## src/sv/hwrg_pkg.sv

```systemverilog
package hwrg_pkg;

    // Width of every pixel field
    localparam int unsigned PixW = 8;

    // Breakpoint levels: floor(b*671/1000) and floor(b*333/1000) by reciprocal.
    // For an 8-bit b the rounded-up constants at a 2^-20 scale are exact.
    localparam int unsigned LvlShift = 20;
    localparam int unsigned LvlProdW = PixW + LvlShift;
    localparam logic [LvlShift-1:0] MulA = 20'd703595;
    localparam logic [LvlShift-1:0] MulC = 20'd349176;

    // Segment geometry: eight segments, 32 wide, the last one 31 wide
    localparam int unsigned SegW    = 3;
    localparam int unsigned OffW    = PixW - SegW;
    localparam logic [SegW-1:0] LastSeg = 3'd7;

    // Interpolation product t * |hi - lo| and its division
    localparam int unsigned ProdW     = OffW + PixW;
    localparam int unsigned RecShift  = 20;
    localparam int unsigned RecW      = 16;
    localparam logic [RecW-1:0] Rec31 = 16'd33826;
    localparam int unsigned RecProdW  = ProdW + RecW;

    typedef enum logic [1:0] {
        LV_F,
        LV_A,
        LV_C,
        LV_Z
    } t_level_kind;

    typedef enum logic [1:0] {
        CH_RED,
        CH_GREEN,
        CH_BLUE
    } t_chan;

    // Per-stage advance strobes for the interpolation pipe
    typedef struct packed {
        logic s3;
        logic s4;
        logic s5;
        logic s6;
    } t_hwrg_adv;

    // Level kind at breakpoint idx of a channel
    function automatic t_level_kind kind_of(input t_chan chan, input logic [SegW:0] idx);
        t_level_kind k;
        k = LV_Z;
        case (chan)
            CH_RED: begin
                case (idx)
                    4'd0, 4'd8:       k = LV_F;
                    4'd1, 4'd2, 4'd7: k = LV_A;
                    4'd6:             k = LV_C;
                    default:          k = LV_Z;
                endcase
            end
            CH_GREEN: begin
                case (idx)
                    4'd1:       k = LV_C;
                    4'd2, 4'd4: k = LV_A;
                    4'd3:       k = LV_F;
                    default:    k = LV_Z;
                endcase
            end
            CH_BLUE: begin
                case (idx)
                    4'd4, 4'd7: k = LV_C;
                    4'd5:       k = LV_F;
                    4'd6:       k = LV_A;
                    default:    k = LV_Z;
                endcase
            end
            default: k = LV_Z;
        endcase
        return k;
    endfunction

    // Turn a level kind into its value
    function automatic logic [PixW-1:0] level_pick(
        input t_level_kind kind,
        input logic [PixW-1:0] f,
        input logic [PixW-1:0] a,
        input logic [PixW-1:0] c
    );
        logic [PixW-1:0] v;
        v = '0;
        case (kind)
            LV_F:    v = f;
            LV_A:    v = a;
            LV_C:    v = c;
            default: v = '0;
        endcase
        return v;
    endfunction

endpackage

```

## src/sv/hwrg_lerp.sv

```systemverilog
module hwrg_lerp
    import hwrg_pkg::*;
(
    input  logic            i_clk,
    input  t_chan           i_chan,
    input  t_hwrg_adv       i_adv,
    input  logic [PixW-1:0] i_lvl_f,
    input  logic [PixW-1:0] i_lvl_a,
    input  logic [PixW-1:0] i_lvl_c,
    input  logic [SegW-1:0] i_seg,
    input  logic [OffW-1:0] i_off,
    output logic [PixW-1:0] o_val
);

    // Stage 3: endpoints, difference as sign and magnitude
    logic [PixW-1:0] n_lo, n_hi;
    logic            n_neg;
    logic [PixW-1:0] n_mag;
    logic [PixW-1:0] r3_lo, r3_mag;
    logic            r3_neg, r3_last;
    logic [OffW-1:0] r3_off;

    always_comb begin
        n_lo  = level_pick(kind_of(i_chan, {1'b0, i_seg}), i_lvl_f, i_lvl_a, i_lvl_c);
        n_hi  = level_pick(kind_of(i_chan, {1'b0, i_seg} + 4'd1), i_lvl_f, i_lvl_a, i_lvl_c);
        n_neg = (n_hi < n_lo);
        n_mag = n_neg ? (n_lo - n_hi) : (n_hi - n_lo);
    end

    always_ff @(posedge i_clk) begin
        if (i_adv.s3) begin
            r3_lo   <= n_lo;
            r3_mag  <= n_mag;
            r3_neg  <= n_neg;
            r3_off  <= i_off;
            r3_last <= (i_seg == LastSeg);
        end
    end

    // Stage 4: offset times magnitude
    logic [ProdW-1:0] r4_prod;
    logic [PixW-1:0]  r4_lo;
    logic             r4_neg, r4_last;

    always_ff @(posedge i_clk) begin
        if (i_adv.s4) begin
            r4_prod <= ProdW'(r3_off) * ProdW'(r3_mag);
            r4_lo   <= r3_lo;
            r4_neg  <= r3_neg;
            r4_last <= r3_last;
        end
    end

    // Stage 5: divide by segment width, 32 by shift, 31 by reciprocal
    logic [RecProdW-1:0] n_rec;
    logic [PixW-1:0]     n_quo;
    logic [PixW-1:0]     r5_quo, r5_lo;
    logic                r5_neg;

    always_comb begin
        n_rec = RecProdW'(r4_prod) * RecProdW'(Rec31);
        if (r4_last) begin
            n_quo = n_rec[RecShift +: PixW];
        end else begin
            n_quo = r4_prod[OffW +: PixW];
        end
    end

    always_ff @(posedge i_clk) begin
        if (i_adv.s5) begin
            r5_quo <= n_quo;
            r5_lo  <= r4_lo;
            r5_neg <= r4_neg;
        end
    end

    // Stage 6: apply the truncated step to the low endpoint
    logic [PixW-1:0] r6_val;

    always_ff @(posedge i_clk) begin
        if (i_adv.s6) begin
            r6_val <= r5_neg ? (r5_lo - r5_quo) : (r5_lo + r5_quo);
        end
    end

    assign o_val = r6_val;

endmodule

```

## config.mk

```make
export PLATFORM = sky130hd
export DESIGN_NAME = hwrg_lerp
export DESIGN_NICKNAME = d
export VERILOG_FILES = /design/src/sv/hwrg_pkg.sv /design/src/sv/hwrg_lerp.sv
export SDC_FILE = /design/constraint.sdc
export NUM_CORES = 1
export LEC_CHECK = 0
export ABC_AREA = 1
export BUFFER_PORTS_ARGS = -buffer_cell sky130_fd_sc_hd__buf_2
export CORE_AREA = 5 5 133 135
export DETAILED_ROUTE_END_ITERATION = 10
export DIE_AREA = 0 0 138 140
export SLEW_MARGIN = 20
export SYNTH_ARGS = -nofsm -noshare
export SYNTH_HDL_FRONTEND = slang
export SYNTH_SLANG_ARGS = --single-unit
```

## constraint.sdc

```tcl
create_clock -name i_clk -period 3.3 [get_ports i_clk]
set_input_delay 0.33 -clock i_clk [delete_from_list [all_inputs] [get_ports i_clk]]
set_output_delay 0.33 -clock i_clk [all_outputs]
set_load 0.05 [all_outputs]
```

== After elaboration in Yosys (flattened, before gate mapping) ==
Cells that the tools add are included.
Storage, ports and cells
  bits in registers: 71
  latch bits: 0
  bits in writable memories: 0
  memory bits (read-only): 0
  output and inout port bits: 8
  word-level logic and storage cells: 67
  memories: 0
Cells by class
  $add $sub $neg: 5
  multiply operators: 2
  divide/modulo/power cells: 0
  order comparisons: 1
  eq/ne operators: 21
  shifts and indexed selects: 0
  mux-type cells: 13
  bitwise operators: 0
  reductions and logical operators: 12
Operators by type and width (number)
  one-hot mux 2 bit (3 select lines): 8
  one-hot mux 8 bit (3 select lines): 2
  multiplier 13 x 15 -> 27 bit, second input constant: 1
  2-to-1 mux 8 bit: 3
  subtractor 8 bit: 3
  == test 4 x 3 -> 1 bit, second input constant: 4
  multiplier 5 x 8 -> 13 bit: 1
  == test 3 bit, second input constant: 4
  OR reduction 2 bit: 5
  adder 8 bit: 1
  == test 4 x 2 -> 1 bit, second input constant: 2
  < comparator 8 bit: 1
  == test 2 x 1 -> 1 bit, second input constant: 3
  == test 2 bit, second input constant: 3
  == test 3 x 2 -> 1 bit, second input constant: 2
  logical NOT 2 bit: 3
  OR reduction 3 bit: 2
  adder 3 x 1 -> 4 bit, second input constant: 1
  == test 4 x 1 -> 1 bit, second input constant: 1
  == test 4 bit, second input constant: 1
  logical NOT 4 bit: 1
  == test 3 x 1 -> 1 bit, second input constant: 1
  logical NOT 3 bit: 1

== Depth between registers and ports, before layout ==
  word-level depth: 9
  gate-level depth with buffers: 28
  depth with buffers taken out: 28

== Worst setup path before layout ==
Ideal clock, no wire load.
  kind: reg-to-reg
  start point: register r3_off[4]
  end point: register r4_prod[10], data pin
  arrival: 3263 ps
  path slack: -222 ps
  cell stages (with the launch flop): 14
  period minus slack after synthesis: 3522 ps
  cell sequence: edfxtp_1 > clkbuf_1 > nand2_1 > fa_1 > inv_1 > fa_1 > fa_1 > ha_1 > a21oi_1 > o21ai_0 > a21o_1 > nand2_1 > nand3_1 > xor2_1
Between the ends
  longest elaborated chain between the ends: 1
RTL lines
  start: declaration: RTL line hwrg_lerp.sv:21  | logic [OffW-1:0] r3_off;
  start signal: assignment: RTL line hwrg_lerp.sv:35  | r3_off <= i_off;
  multiplier 5 x 8 -> 13 bit: RTL line hwrg_lerp.sv:47  | r4_prod <= ProdW'(r3_off) * ProdW'(r3_mag);
  end signal: assignment: RTL line hwrg_lerp.sv:47
  end: declaration: RTL line hwrg_lerp.sv:41  | logic [ProdW-1:0] r4_prod;
No other way between the ends.
A chain may end at the register's enable or synchronous reset.

== Worst setup path after layout ==
Ends and elaborated chain as after synthesis.

==> out/qor.yml <==
grt_pass1_vias: 5723
crit_top_cell: "nand2_1"
layout.nets: 1164
worst_pin_slew_ns: 0.550
vias_per_cell: 4.78
clk_pin_slew_ns: 0.05
ys_top_cells_by_area: "edfxtp_1 (31%), ha_1 (19%), nand2_1 (12%)"
synthTopCellsByCount: "nand2_1 (228), inv_1 (130), ha_1 (103)"
slowest_stage: "fa_2"
final_hold_viol_count: 0
yosysWarnings: 0
diodes: 0
yosys.area.top_type: "edfxtp_1"
drt_iter0_markers: 278
cp-start-kind: "register"
ys.flop_type: "edfxtp_1"
drc_errors: 0
die_h_um: 140
period_share: 1.02
clock_skew_ns: 0.00743
syn_inst: 846
cp.arrival_ns: 3.46
start_util: 0.424
cts_num_sinks: 71
yosysTopAreaCellShare: 0.308
clock_path_buffers: 2
yosysUniqueCellTypes: 38
slew_headroom: 0.633
num_vias: 5818
drv_slew: 0
antenna_left: 0
setup_tns_ns: -0.208
synth.avg_cell_area_sq_um: 8.19
routed_wirelength_um: 15500
overflow: 0
crit_family: "adder cells"
post-route-min-period_ns: 3.38
drt-pass1-iter-count: 7
grt_max_degree: 24
critPathBufInv: 1
fill_cells: 1563
synth_edf_count: 71
seq_area_sq_um: 2130
ys_seq_area_frac: 0.308
synth_nets: 1016
portBuffers: 46
grt_antenna_before_repair: 0
async_flop_share: 0
cp-end-kind: "register"
yosysMostFrequentCell: "nand2_1"
grtUsageTotal: 0.161
min_path_type: "primary input to register"
finalWorstSetupSlack_ns: -0.0810
multi_input_area_sq_um: 4590
core_area_sq_um: 16300
rows: 47
io_pins: 47
cp.required_ns: 3.38
max_cap_viol_count: 0
grt_pass1_wl_um: 26000
dp.final_hpwl_um: 12800
setup_violations: 4
clock.fmax_mhz: 296
failed_checks: "setup timing"
insertion_delay_ns: 0.33
area_delta_synth_final_pct: 27.2
avgRoutedWirePerCell_um: 12.7
crit_path_max_incr_delay_ns: 0.59
worst-path-max-fanout: 5
path_cells: "nand2_1, fa_1, inv_1, fa_1, fa_2, ha_1, nand2_1, nor2_1, a21o_1, nand2_1, nand3_2, xor2_1"
status: "finished, violations left"
cts-root-buf: "clkbuf_16"
synth_area_sq_um: 6930
worst-setup-path-type: "register to register"
cts_buffers: 9
dieArea_sq_um: 19300
cts_max_level: 3
rsz0062_at_grt: "yes"
finalWeightedCongestion: 0.877
drive_gt1_frac: 0.246
tritoncts: "built"
die_w_um: 138
synth_seq_cells: 71
[area by class of cell]
type,count,share of cell area
multi-input combinational,624,0.521
sequential,71,0.242
timing repair buffer,147,0.112
inverter,141,0.0614
tap,220,0.0312
clock buffer,9,0.0255
clock inverter,6,0.00681
[per-layer routing]
layer,vias up,track usage,routed length [um]
li1,3073,-,-
met3,22,0.0249,483
met2,103,0.274,7530
met5,-,0,0
met1,2620,0.210,7150
met4,0,0.0536,359
[sequential cells by signal (all words and copies together), names as in the netlist, 5 cells and up]
signal and count:
r3_lo 8, r3_mag 8, r4_lo 8, o_val 8
r3_off 5, r4_prod 13, r5_lo 8, r5_quo 8
[stage by stage]
stage	hold WS (ns)	std cells	setup slack [ns]	instance area, sq um	util
global route	0.160	1218	-0.209	8820	0.539
detailed placement	0.405	1184	-0.189	8080	0.494
floorplan	0.400	846	-0.000301	7010	-
global placement	0.401	1184	-0.168	8080	0.494
finish	0.175	1218	-0.0810	8820	0.539
CTS	0.159	1204	-0.0796	8450	0.517
[logic make-up (layout without fill, tap and decap cells)]
kind of cell	count (synthesis)	count (layout)	share of synthesized area
flip-flops	71	71	0.308
adder cells (fa/ha/maj)	131	131	0.267
AND/OR/NAND/NOR	376	376	0.231
AO/OA/AOI/OAI	86	86	0.0735
buffers and inverters	151	303	0.0825
XOR/XNOR	31	31	0.0392
[final timing paths]
| kind | startpoint | to | slack, ns | cells past startpoint |
|---|---|---|---|---|
| min | i_off[4] | r3_off[4]$_DFFE_PP_ | 0.17 | 1 |
| min reg2reg | r4_lo[1]$_DFFE_PP_ | r5_lo[1]$_DFFE_PP_ | 0.41 | 0 |
| max | r3_off[4]$_DFFE_PP_ | r4_prod[10]$_DFFE_PP_ | -0.08 | 12 |
| max reg2reg | r3_off[4]$_DFFE_PP_ | r4_prod[10]$_DFFE_PP_ | -0.08 | 12 |
[worst register-to-register path: stages (launching register included)]
cell and delay, ns:
edfxtp_1 0.44, nand2_1 0.11, fa_1 0.54, inv_1 0.05, fa_1 0.52, fa_2 0.59
ha_1 0.25, nand2_1 0.11, nor2_1 0.06, a21o_1 0.19, nand2_1 0.08, nand3_2 0.07
xor2_1 0.14
[cells in the final DEF, fill, tap and decap left out, types with 3 or more instances in the layout]
| cell type | n |
|---|---|
| a21o_1 | 4 |
| a21oi_1 | 34 |
| a21oi_2 | 7 |
| a31oi_1 | 4 |
| buf_2 | 46 |
| buf_4 | 101 |
| clkbuf_16 | 9 |
| clkinv_1 | 5 |
| edfxtp_1 | 71 |
| fa_1 | 25 |
| fa_2 | 3 |
| ha_1 | 87 |
| ha_4 | 14 |
| inv_1 | 124 |
| inv_2 | 9 |
| inv_4 | 3 |
| nand2_1 | 213 |
| nand2_2 | 16 |
| nand3_1 | 60 |
| nand3_2 | 8 |
| nand3b_1 | 4 |
| nand4_1 | 9 |
| nor2_1 | 49 |
| nor2_2 | 4 |
| nor2_4 | 3 |
| nor3_1 | 3 |
| o21a_1 | 4 |
| o21ai_0 | 13 |
| o21ai_1 | 4 |
| o21bai_1 | 3 |
| xnor2_1 | 6 |
| xor2_1 | 25 |
[timing repair]
| item | 4_1_cts | 5_1_grt |
|---|---|---|
| buffers inserted | 5 | 14 |
| endpoints found under the setup margin | 13 | 20 |
| resized for setup | 11 | 60 |
| hold buffers | 0 | 0 |
| pin swaps | 14 | 21 |
Power is left out: the tool's default activity adds up to more than one toggle a clock period on the data nets, which glitch-free logic cannot reach.
